## config.mk

```make
export PLATFORM = sky130hd
export DESIGN_NAME = tce_front
export DESIGN_NICKNAME = d
export VERILOG_FILES = /design/src/rtl/tce_pkg.sv /design/src/rtl/tce_fifo.sv /design/src/rtl/tce_front.sv
export SDC_FILE = /design/constraint.sdc
export NUM_CORES = 1
export LEC_CHECK = 0
export BUFFER_PORTS_ARGS = -buffer_cell sky130_fd_sc_hd__buf_4
export CAP_MARGIN = 20
export CORE_ASPECT_RATIO = 1.4
export CORE_MARGIN = 3
export CORE_UTILIZATION = 35
export CTS_BUF_LIST = sky130_fd_sc_hd__clkbuf_8
export CTS_CLUSTER_DIAMETER = 150
export CTS_CLUSTER_SIZE = 40
export DETAILED_ROUTE_END_ITERATION = 12
export PLACE_DENSITY_LB_ADDON = 0.05
export SYNTH_ARGS = -nofsm -noshare
export SYNTH_HDL_FRONTEND = slang
export SYNTH_SLANG_ARGS = --single-unit
```

## constraint.sdc

```tcl
create_clock -name clk -period 6.6 [get_ports clk]
set_clock_uncertainty 0.15 [all_clocks]
set_input_delay 0.33 -clock clk [delete_from_list [all_inputs] [get_ports clk]]
set_output_delay 0.33 -clock clk [all_outputs]
set_load 0.01 [all_outputs]
```

## src/rtl/tce_pkg.sv

```systemverilog
package tce_pkg;

    // mode field codes
    localparam logic [2:0] MODE_PUT    = 3'd0;
    localparam logic [2:0] MODE_SETCUR = 3'd1;
    localparam logic [2:0] MODE_DRAW   = 3'd2;
    localparam logic [2:0] MODE_READ   = 3'd3;
    localparam logic [2:0] MODE_CLEAR  = 3'd4;

    // control characters
    localparam logic [7:0] CH_NEWLINE   = 8'h0A;
    localparam logic [7:0] CH_RETURN    = 8'h0D;
    localparam logic [7:0] CH_BACKSPACE = 8'h08;
    localparam logic [7:0] CH_SPACE     = 8'h20;
    localparam logic [7:0] CH_PRINT_LO  = 8'h20;
    localparam logic [7:0] CH_PRINT_HI  = 8'h7E;

    localparam logic [7:0] ATTR_RESET = 8'h07;

    // configuration register indexes
    localparam logic REG_TEXT_COLOR    = 1'b0;
    localparam logic REG_CURSOR_HIDDEN = 1'b1;

    typedef enum logic [3:0] {
        OP_ERROR,
        OP_NEWLINE,
        OP_RETURN,
        OP_BACKSPACE,
        OP_PRINT,
        OP_SETCUR,
        OP_DRAW,
        OP_READ,
        OP_CLEAR
    } op_t;

    typedef struct packed {
        op_t        op;
        logic [7:0] ch;
        logic [7:0] row;
        logic [7:0] col;
        logic [7:0] attr;
    } cmd_t;

    typedef struct packed {
        logic        status;
        logic [7:0]  char_out;
        logic [4:0]  cur_row;
        logic [6:0]  cur_col;
        logic [12:0] hw_cursor_offset;
    } res_t;

    localparam int CMD_W = $bits(cmd_t);
    localparam int RES_W = $bits(res_t);

    typedef enum logic [2:0] {
        ST_INIT,
        ST_IDLE,
        ST_READ,
        ST_WALK,
        ST_FLUSH
    } state_t;

endpackage

```

## src/rtl/tce_fifo.sv

```systemverilog
module tce_fifo #(
    parameter int W = 8
) (
    input  logic         clk,
    input  logic         rst_n,
    input  logic         push,
    output logic         full,
    input  logic [W-1:0] wdata,
    input  logic         pop,
    output logic         empty,
    output logic [W-1:0] rdata
);

    // two-entry queue
    logic [W-1:0] mem_reg [2];
    logic         wr_ptr_reg, wr_ptr_next;
    logic         rd_ptr_reg, rd_ptr_next;
    logic [1:0]   count_reg, count_next;
    logic         do_push, do_pop;

    assign full    = (count_reg == 2'd2);
    assign empty   = (count_reg == 2'd0);
    assign do_push = push && !full;
    assign do_pop  = pop && !empty;
    assign rdata   = mem_reg[rd_ptr_reg];

    always_comb
    begin
        wr_ptr_next = do_push ? !wr_ptr_reg : wr_ptr_reg;
        rd_ptr_next = do_pop ? !rd_ptr_reg : rd_ptr_reg;
        count_next  = count_reg + 2'(do_push) - 2'(do_pop);
    end

    always_ff @(posedge clk or negedge rst_n)
    begin
        if (!rst_n)
        begin
            wr_ptr_reg <= 1'b0;
            rd_ptr_reg <= 1'b0;
            count_reg  <= 2'd0;
        end
        else
        begin
            wr_ptr_reg <= wr_ptr_next;
            rd_ptr_reg <= rd_ptr_next;
            count_reg  <= count_next;
        end
    end

    always_ff @(posedge clk)
    begin
        if (do_push)
        begin
            mem_reg[wr_ptr_reg] <= wdata;
        end
    end

endmodule

```

## src/rtl/tce_front.sv

```systemverilog
module tce_front #(
    parameter int ROWS    = 25,
    parameter int COLUMNS = 80
) (
    input  logic          clk,
    input  logic          rst_n,
    input  logic          accept_en,
    input  logic          push,
    output logic          full,
    input  logic [2:0]    mode,
    input  logic [7:0]    byte_in,
    input  logic [7:0]    row_in,
    input  logic [7:0]    col_in,
    input  logic [7:0]    draw_color,
    output logic          cmd_empty,
    input  logic          cmd_pop,
    output tce_pkg::cmd_t cmd
);

    import tce_pkg::*;

    cmd_t dec;
    logic pos_ok;
    logic q_full;
    logic q_push;

    assign pos_ok = ({24'd0, row_in} < ROWS) && ({24'd0, col_in} < COLUMNS);

    always_comb
    begin
        dec.ch   = byte_in;
        dec.row  = row_in;
        dec.col  = col_in;
        dec.attr = draw_color;
        unique case (mode)
            MODE_PUT:
            begin
                priority if (byte_in == CH_NEWLINE)
                    dec.op = OP_NEWLINE;
                else if (byte_in == CH_RETURN)
                    dec.op = OP_RETURN;
                else if (byte_in == CH_BACKSPACE)
                    dec.op = OP_BACKSPACE;
                else if (byte_in >= CH_PRINT_LO && byte_in <= CH_PRINT_HI)
                    dec.op = OP_PRINT;
                else
                    dec.op = OP_ERROR;
            end
            MODE_SETCUR: dec.op = pos_ok ? OP_SETCUR : OP_ERROR;
            MODE_DRAW:   dec.op = pos_ok ? OP_DRAW : OP_ERROR;
            MODE_READ:   dec.op = pos_ok ? OP_READ : OP_ERROR;
            MODE_CLEAR:  dec.op = OP_CLEAR;
            default:     dec.op = OP_ERROR;
        endcase
    end

    assign full   = q_full || !accept_en;
    assign q_push = push && !full;

    tce_fifo #(
        .W(CMD_W)
    ) u_cmd_q (
        .clk  (clk),
        .rst_n(rst_n),
        .push (q_push),
        .full (q_full),
        .wdata(dec),
        .pop  (cmd_pop),
        .empty(cmd_empty),
        .rdata(cmd)
    );

endmodule

```

==> impl_results.md, run 1 <==
- Status: finished clean
- Sequential cell area: 0.002262 mm^2
- WL final: 5724 um
- Overall via count from detail_route: 1645
- Final period utilization: 37.79%
- Max-slew violation count: 0
- Yosys reg bits: 76
- Drt initial violations: 111
- Largest register FFs: 72
- CTS clock-pin slew for the worst setup and hold paths: 0.07 ns
- Vias in the first global route: 1848
- Worst slew pin tran: 0.6341 ns
- Dpl hpwl: 3863 um
- Later-pin clock latency in the skew report: 0.33 ns
- WP data required: 6.12 ns
- Asr flop ratio synth: 5.263%
- Die Wd: 83.56 um
- Mapped cell area: 0.002948 mm^2
- Die Y: 114.6 um
- PD cells: 355.2 mW/mm^2
- CP Launch Type: flip-flop
- Largest net degree at the start of global routing: 37
- Max-Cap Viols: 0
- Clock sinks: 76
- Core area: 0.008198 mm^2
- Synth top area cells: edfxtp_1 (73%), mux2_2 (14%), dfrtp_1 (3.4%)
- Static leakage: 0.001485 uW
- I/O Buffers: 77
- RSZ-0062 raised after global routing: false
- End point of the critical path: cmd[17]
- Crit path from: u_cmd_q.rd_ptr_reg
- Multi-input logic area: 635.6 um^2
- H-Tree Depth: 3
- Root buf cell: clkbuf_8
- Grt ovf: 0
- Post-DRT Antenna Nets: 0
- Worst vdd ir: 0.1918 mV
- Crit Reg-Reg Startpoint: u_cmd_q.count_reg[1]
- CTS Buffer Depth: 2
- Core Util, Final: 48.46%
- Reg2reg path depth: 4
- CP Class: reg2out
- Initial antenna violation count: 0
- Area growth syn-to-layout: 34.76%
- Post-synth net total: 195
- Routability congestion estimate: 0.8126
- Worst min path class: in2reg
- Layout cell share with drive strength beyond 1: 53.15%
- Most frequent cell after synthesis: edfxtp_1
- Routed WL per cell: 16.08 um
- CP arrival: 2.01 ns
- Pwr Total: 1411 uW
- Starting Density: 35.96%
- Final #Nets: 292
- Setup TNS: 0 ns
- Max Freq: 400.9 MHz
- Avg Synthesized Cell Area: 19.27 um^2
- IO Pins: 78
- Critical R2R Capture: u_cmd_q.mem_reg[0][20]
- Final Setup Violations: 0
- Rel. slew slack: 57.54%
- Worst-path fanout max: 24
- Register area share after synthesis: 76.74%
- Ys Warns: 0
- Yosys top cell area share: 73.34%
- FILL cells: 724
- Length of the first detailed-routing pass in iterations: 4
- CTS buffer count: 9
- Synth area leader: edfxtp_1
- Cell Rows: 39
- GRT Util Overall: 12.75%
- Tmin final: 2.494 ns
- Synth top cells by count: edfxtp_1 (72), mux2_2 (36), inv_1 (7)
- Post-synth EDFFs: 72
- Remaining routing DRC violations: 0
- Final Hold Fails: 0
- First-pass GRT wire length: 9149 um
- CTS tree: yes
- FF-to-FF setup slack: 4.61 ns
- Die ar.: 0.009575 mm^2
- Top FF cell, synth: edfxtp_1
- Cell count after synthesis: 153
- Post-synth cell types: 24
- Vias/cell: 4.621
- Worst setup EP type: primary output
- Number of antenna diodes: 0
worst min-delay path by stage:
stage / startpoint / endpoint / slack [ns] / cells past startpoint
global route: draw_color[2] / u_cmd_q.mem_reg[0][2] / 0.0009 / 1
CTS: draw_color[0] / u_cmd_q.mem_reg[0][0] / 0.00003 / 1
detailed placement: rst_n / u_cmd_q.count_reg[0] / -0.02 / 1
global placement: rst_n / u_cmd_q.count_reg[0] / -0.02 / 1
finish: draw_color[1] / u_cmd_q.mem_reg[0][1] / 0.03 / 1
floorplan: rst_n / u_cmd_q.count_reg[0] / -0.12 / 0
area by class of cell:
class	count	share of cell area, %
flip-flops and latches	76	56.94
repair buffers	90	18.65
multi-input cells	66	16.00
well taps	102	3.213
clock buffers	9	3.118
clock inverters	6	1.417
inverters	7	0.6614
worst max-delay path, stage by stage, from the launching register on:
cell     delay (ns)
dfrtp_1        0.71
buf_4          0.43
mux2_2         0.39
buf_4          0.14
cells in the final DEF (no fill, tap or decap), types with 2 or more instances in the layout:
cell type / Yosys / routed
buf_4: 0 / 78
edfxtp_1: 72 / 72
mux2_2: 36 / 36
dlygate4sd3_1: 0 / 10
clkbuf_8: 0 / 9
inv_1: 7 / 7
nor2_1: 6 / 4
dfrtp_1: 4 / 4
o21ai_0: 3 / 3
xnor2_1: 3 / 3
clkinv_2: 0 / 3
nand4_1: 2 / 2
xor2_1: 2 / 2
nor2_4: 0 / 2
ha_1: 2 / 2
buf_16: 0 / 2
report_power, final:
group,switching [uW],internal [uW]
combinational,198,244
sequential,36.9,603
clock,160,169
metal layers:
| layer | part of all wire (%) | track usage (%) | routed length [um] | vias up |
|---|---|---|---|---|
| met4 | 2.0 | 7.082 | 116 | 0 |
| met1 | 38 | 14.02 | 2193 | 788 |
| met5 | 0 | 0 | 0 | - |
| met3 | 7.6 | 5.112 | 436 | 10 |
| met2 | 52 | 21.03 | 2977 | 63 |
| li1 | - | - | - | 784 |
cells by family (layout without fill, tap and decap cells):
group	Yosys count	count (layout)	share of synthesized area (%)
flops	76	76	76.74
simple gates	15	15	2.843
fa+ha+maj	2	2	0.8488
compound gates	8	8	2.123
buf+inv	11	112	2.207
xor+xnor	5	5	1.486
mux	36	36	13.75
per-stage QoR:
step	instance area (um^2)	worst slack, ns	hold slack (ns)	cells
global placement	3637	4.424	-0.02002	329
CTS	3908	4.052	0.00002731	353
detailed placement	3637	4.342	-0.01598	329
floorplan	2948	3.860	-0.1156	153
global route	3973	3.952	0.0008595	356
finish	3973	4.106	0.03042	356
repair_timing:
item | in CTS | in global routing
hold endpoints to repair | 20 | 2
hold buffers | 9 | 1
resized for setup | 0 | 0
setup buffers | 0 | 0
Note: power is estimated with default switching activity, not from simulation.
==> inputs of run 2 (changes only) <==
==> constraint.sdc (replaced) <==
create_clock -name clk -period 2.4 [get_ports clk]
set_clock_uncertainty 0.15 [all_clocks]
set_input_delay 0.12 -clock clk [delete_from_list [all_inputs] [get_ports clk]]
set_output_delay 0.12 -clock clk [all_outputs]
set_load 0.01 [all_outputs]
==> impl_results.md, run 2 (same netlist as run 1, synthesis figures left out) <==
- CP arrival: 1.57 ns (-0.44 ns)
- CP Launch Type: flip-flop
- Reg2reg path depth: 5 (+1)
- Routed WL per cell: 15.30 um (-4.8%)
- Vias in the first global route: 1962 (+6.2%)
- Grt ovf: 0 (unchanged)
- I/O Buffers: 77 (unchanged)
- Worst setup EP type: primary output
- IO Pins: 78 (unchanged)
- Critical R2R Capture: u_cmd_q.mem_reg[1][24]
- Post-CTS setup repair buffer count: 0 (unchanged)
- Hold Slack: 0.03812 ns (+0.007701 ns)
- RSZ-0062 raised after global routing: false
- CTS Buffer Depth: 2 (unchanged)
- Tmin final: 1.838 ns
- Rel. slew slack: 72.26% (+15 points)
- Dpl hpwl: 3969 um (+2.8%)
- Core Util, Final: 51.42% (+3.0 points)
- Worst slew pin tran: 0.4151 ns (-0.2190 ns)
- Worst path slowest cell: mux2_2
- H-Tree Depth: 3 (unchanged)
- Core area: 0.008198 mm^2 (unchanged)
- Die Wd: 83.56 um (unchanged)
- WL final: 5877 um (+2.7%)
- Most used cell, CP: buf_4
- Area growth syn-to-layout: 43.00%
- Largest net degree at the start of global routing: 26 (-30%)
- Worst vdd ir: 0.5236 mV (+170%)
- CTS buffer count: 9 (unchanged)
- First-pass GRT wire length: 9432 um (+3.1%)
- Most frequent cells in the layout: buf_4 (80), edfxtp_1 (72), mux2_2 (36), dlygate4sd3_1 (35), clkbuf_8 (11)
- Commonest non-fill, non-tap cell in the layout: buf_4
- Worst min path class: in2reg
- Final Hold Fails: 0 (unchanged)
- Die ar.: 0.009575 mm^2 (unchanged)
- CTS tree: yes
- Post-CTS sizing: 0 (unchanged)
- CP Buf/Inv Count: 2 (unchanged)
- Max-Cap Viols: 0 (unchanged)
- CP Cell Sequence: buf_4 -> mux2_2 -> buf_4
- Max incr delay on CP: 0.40 ns (-0.31 ns)
- Final period utilization: 76.56%
- Status: finished clean
- Max-slew violation count: 0 (unchanged)
- Later-pin clock latency in the skew report: 0.34 ns (about the same)
- Crit Reg-Reg Startpoint: u_cmd_q.count_reg[1]
- Die Y: 114.6 um (unchanged)
- Worst-path fanout max: 25 (+4.2%)
- Initial antenna violation count: 0 (unchanged)
- Number of antenna diodes: 0 (unchanged)
- Final Setup Violations: 0 (unchanged)
- WP data required: 2.13 ns (-3.99 ns)
- Hold Startpoint: mode[1]
- Final #Nets: 319 (+9.2%)
- Routability congestion estimate: 0.8237 (+1.4%)
- Remaining routing DRC violations: 0 (unchanged)
- Drt initial violations: 71 (-36%)
- Hold Path Depth: 3 (+2)
- Hold buffer count at CTS: 35 (+26)
- Length of the first detailed-routing pass in iterations: 4 (unchanged)
- Vias/cell: 4.565 (-1.2%)
- Critical path depth: 3 (unchanged)
- Max Freq: 544.2 MHz
- Layout cell share with drive strength beyond 1: 48.23% (-4.9 points)
- Delay-heaviest family, CP: buffers and inverters
- Static leakage: 0.001603 uW (+7.9%)
- Clock sinks: 76 (unchanged)
- Cell Rows: 39 (unchanged)
- Worst Hold End: u_cmd_q.mem_reg[1][33]
- Largest register FFs: 72 (unchanged)
- CTS clock-pin slew for the worst setup and hold paths: 0.07 ns (about the same)
- Post-DRT Antenna Nets: 0 (unchanged)
- PD cells: 913.8 mW/mm^2 (+160%)
- Starting Density: 35.96% (unchanged)
- Overall via count from detail_route: 1753 (+6.6%)
- CP Class: reg2out
- FF-to-FF setup slack: 0.60 ns (-4.01 ns)
- Root buf cell: clkbuf_8
- GRT Util Overall: 13.24% (+0.48 points)
==> run 2: cell types whose count changed in the layout (fill, tap and decap cells not counted), sizes merged <==
| cell | delta |
|---|---|
| buf | +2 |
| dlygate4sd3 | +25 |
| bufinv | -1 |
| clkbuf | +2 |
| clkinv | -2 |
| clkinvlp | -1 |
| inv | +3 |
==> run 2: power by group <==
part	switching [uW]	total, uW	internal [uW]
Clock	416	833	417
Combinational	596	1300	705
Sequential	59.3	1720	1660
==> run 2: area by class of cell <==
cell class                      count  area (um^2)
Fill cell                         726         3983
Sequential cell                    76         2262
Timing Repair Buffer              117        991.0
Multi-Input combinational cell     66        635.6
Clock buffer                       11        151.4
Tap cell                          102        127.6
Inverter                            7        26.28
Clock inverter                      5        21.27
==> run 2: worst max path at each step <==
| stage | start | endpoint | slack (ns) |
|---|---|---|---|
| 3_3_place_gp | u_cmd_q.count_reg[1] | u_cmd_q.mem_reg[0][20] | 0.66 |
| 3_5_place_dp | u_cmd_q.count_reg[1] | u_cmd_q.mem_reg[1][28] | 0.60 |
| 6_report | u_cmd_q.rd_ptr_reg | cmd[17] | 0.56 |
| 5_1_grt | u_cmd_q.rd_ptr_reg | cmd[12] | 0.46 |
| 2_1_floorplan | u_cmd_q.count_reg[1] | u_cmd_q.mem_reg[0][0] | -0.34 |
| 4_1_cts | u_cmd_q.rd_ptr_reg | cmd[12] | 0.50 |
==> run 2: worst register-to-register path, cell delays in order (launching register included) <==
cell and delay (ns):
dfrtp_1 0.41, inv_1 0.08, o211ai_1 0.09, buf_4 0.17
nor2_4 0.34, buf_12 0.26
==> run 2: stage by stage <==
stage / cell area [um^2] / setup WS [ns] / setup TNS, ns / total power [uW] / instances
global placement: 3692 / 0.6600 / 0 / 2998 / 333
global route: 4215 / 0.4581 / 0 / 4097 / 384
finish: 4215 / 0.5625 / 0 / 3852 / 384
floorplan: 2948 / -0.3403 / -24.50 / 2468 / 153
CTS: 4215 / 0.5045 / 0 / 3931 / 384
detailed placement: 3692 / 0.5975 / 0 / 3034 / 333
==> run 2: metal layers <==
layer  up-vias  wire length [um]  track usage (%)
li1        841                 -                -
met1       847              2212            13.68
met2        57              3201            23.63
met3         8               333            4.104
met4         0               130            7.511
met5         -                 0                0
==> inputs of run 3 (changes only) <==
==> constraint.sdc (replaced) <==
create_clock -name clk -period 1.78 [get_ports clk]
set_clock_uncertainty 0.15 [all_clocks]
set_input_delay 0.089 -clock clk [delete_from_list [all_inputs] [get_ports clk]]
set_output_delay 0.089 -clock clk [all_outputs]
set_load 0.01 [all_outputs]
==> impl_results.md, run 3 (same netlist as run 1, synthesis figures left out) <==
- Status: finished clean
- Area growth syn-to-layout: 45.97%
- Tmin final: 1.719 ns
- Commonest non-fill, non-tap cell in the layout: buf_4
- Rel. slew slack: 79.82% (+7.6 points)
- Clock sinks: 76 (unchanged)
- Root buf cell: clkbuf_8
- Post-DRT Antenna Nets: 0 (unchanged)
- Largest register FFs: 72 (unchanged)
- Final #Nets: 326 (+2.2%)
- Sequential power share: 43.6% (-1.0 points)
- GR peak layer: met2
- Overall via count from detail_route: 1759 (+0.34%)
- Setup WS post-layout: 0.06091 ns (-0.5016 ns)
- Post-Place Setup Slack: 0.03555 ns (-0.5619 ns)
- Worst slew pin tran: 0.2981 ns (-0.1170 ns)
- CTS clock-pin slew for the worst setup and hold paths: 0.07 ns (about the same)
- Most frequent cells in the layout: buf_4 (80), edfxtp_1 (72), dlygate4sd3_1 (39), mux2_2 (36), inv_1 (10)
- Drt initial violations: 69 (-2.8%)
- Int Pwr: 3863 uW (+39%)
- Layout cell share with drive strength beyond 1: 48.26% (about the same)
- Static leakage: 0.001637 uW (+2.1%)
- Worst-path fanout max: 20 (-20%)
- Hold Startpoint: mode[1]
- IO Pins: 78 (unchanged)
- Vias in the first global route: 1961 (-0.051%)
- First-pass GRT wire length: 9494 um (+0.66%)
- Max-Cap Viols: 0 (unchanged)
- RSZ-0062 raised after global routing: false
- Psw: 1478 uW (+38%)
- WL final: 6007 um (+2.2%)
- Grt ovf: 0 (unchanged)
- Crit Reg-Reg Startpoint: u_cmd_q.count_reg[1]
- CP Class: reg2out
- CP arrival: 1.48 ns (-0.09 ns)
- CTS tree: yes
- Initial antenna violation count: 0 (unchanged)
- Met3 Resource Use GR: 3.384% (-0.72 points)
- Routability congestion estimate: 0.7422 (-9.9%)
- Final Setup Violations: 0 (unchanged)
- Hold Path Depth: 3 (unchanged)
- Final Hold Fails: 0 (unchanged)
- CTS buffer count: 9 (unchanged)
- Die Y: 114.6 um (unchanged)
- Core area: 0.008198 mm^2 (unchanged)
- Remaining routing DRC violations: 0 (unchanged)
- Clk pwr share: 22.3% (+0.7 points)
- Met1 Use GR: 14.13% (+0.45 points)
- Die ar.: 0.009575 mm^2 (unchanged)
- Number of antenna diodes: 0 (unchanged)
- PD cells: 1241 mW/mm^2 (+36%)
- Worst min path class: in2reg
- Vias/cell: 4.510 (-1.2%)
- Later-pin clock latency in the skew report: 0.35 ns (about the same)
- CP Launch Type: flip-flop
- Reg2reg path depth: 7 (+2)
- Cell Rows: 39 (unchanged)
- Dpl hpwl: 4162 um (+4.8%)
- H-Tree Depth: 3 (unchanged)
- Net Sw Frac: 27.67% (-0.14 points)
- Final period utilization: 96.58%
- Crit path from: u_cmd_q.rd_ptr_reg
- Max Freq: 581.7 MHz
- Routed WL per cell: 15.40 um (+0.64%)
- Worst setup EP type: primary output
- Logic pwr share: 34.2% (+0.4 points)
- Max-slew violation count: 0 (unchanged)
- CTS Buffer Depth: 2 (unchanged)
- WP data required: 1.54 ns (-0.59 ns)
- GRT Util Overall: 13.40% (+0.16 points)
- I/O Buffers: 77 (unchanged)
- Core Util, Final: 52.49% (+1.1 points)
- Starting Density: 35.96% (unchanged)
- Length of the first detailed-routing pass in iterations: 4 (unchanged)
- Largest net degree at the start of global routing: 26 (unchanged)
- GR Util met2: 23.47% (-0.16 points)
- Worst vdd ir: 0.6262 mV (+20%)
- Die Wd: 83.56 um (unchanged)
-- run 3: cell count changes in the layout (fill, tap and decap cells not counted), sizes merged --
cell,previous run,this run
clkbuf,11,9
buf,82,85
dlygate4sd3,35,39
bufinv,0,1
-- run 3: stage by stage --
stage	power (uW)	hold WS, ns	TNS, ns	area, um^2	std cells
6_report	5341	0.03983	0	4303	390
5_1_grt	5639	0.03660	0	4303	390
4_1_cts	5427	0.01846	0	4293	389
3_5_place_dp	4127	-0.2608	0	3721	335
3_3_place_gp	4074	-0.2621	0	3721	335
2_1_floorplan	3341	-0.3566	-4.099	2963	153
-- run 3: worst max-delay path, cell delays in order (launching register included) --
cell	delay (ns)
dfrtp_2	0.38
buf_6	0.23
mux2_2	0.38
buf_4	0.15
-- run 3: area by class of cell --
type	instances	area [um^2]
sequential	76	2263
clock inverter	6	50.05
fill	687	3895
clock buffer	9	123.9
multi-input combinational	66	638.1
inverter	7	26.28
tap	102	127.6
timing repair buffer	124	1074
-- run 3: path summary, 6_finish.rpt --
check,to,slack [ns]
min in group asynchronous,u_cmd_q.count_reg[1],0.48
worst max-delay path,cmd[23],0.06
worst min register to register,u_cmd_q.wr_ptr_reg,0.41
worst min-delay path,u_cmd_q.mem_reg[1][33],0.04
max in group asynchronous,u_cmd_q.rd_ptr_reg,0.80
worst max register to register,u_cmd_q.count_reg[1],0.08
-- run 3: routing by layer --
layer	wire length (um)	up-vias	share of wire [%]
met2	3196	70	53
met3	434	11	7.2
met4	165	0	2.7
met1	2211	825	37
met5	0	-	0
li1	-	853	-
-- run 3: power by group through the flow --
stage | Sequential [uW] | Combinational (uW) | Clock (uW)
after CTS | 2330 | 1860 | 1240
after floorplan | 2330 | 1010 | 0
after global placement | 2350 | 1730 | 0
after global routing | 2350 | 1970 | 1320
final | 2330 | 1830 | 1190
after detailed placement | 2360 | 1760 | 0
-- run 3: repair_timing --
action | CTS | global route
buffers inserted | 0 | 1
setup endpoints to repair | 13 | 1
endpoints found under the hold margin | 76 | 0
gates resized for setup | 2 | 1
hold buffers | 39 | 0
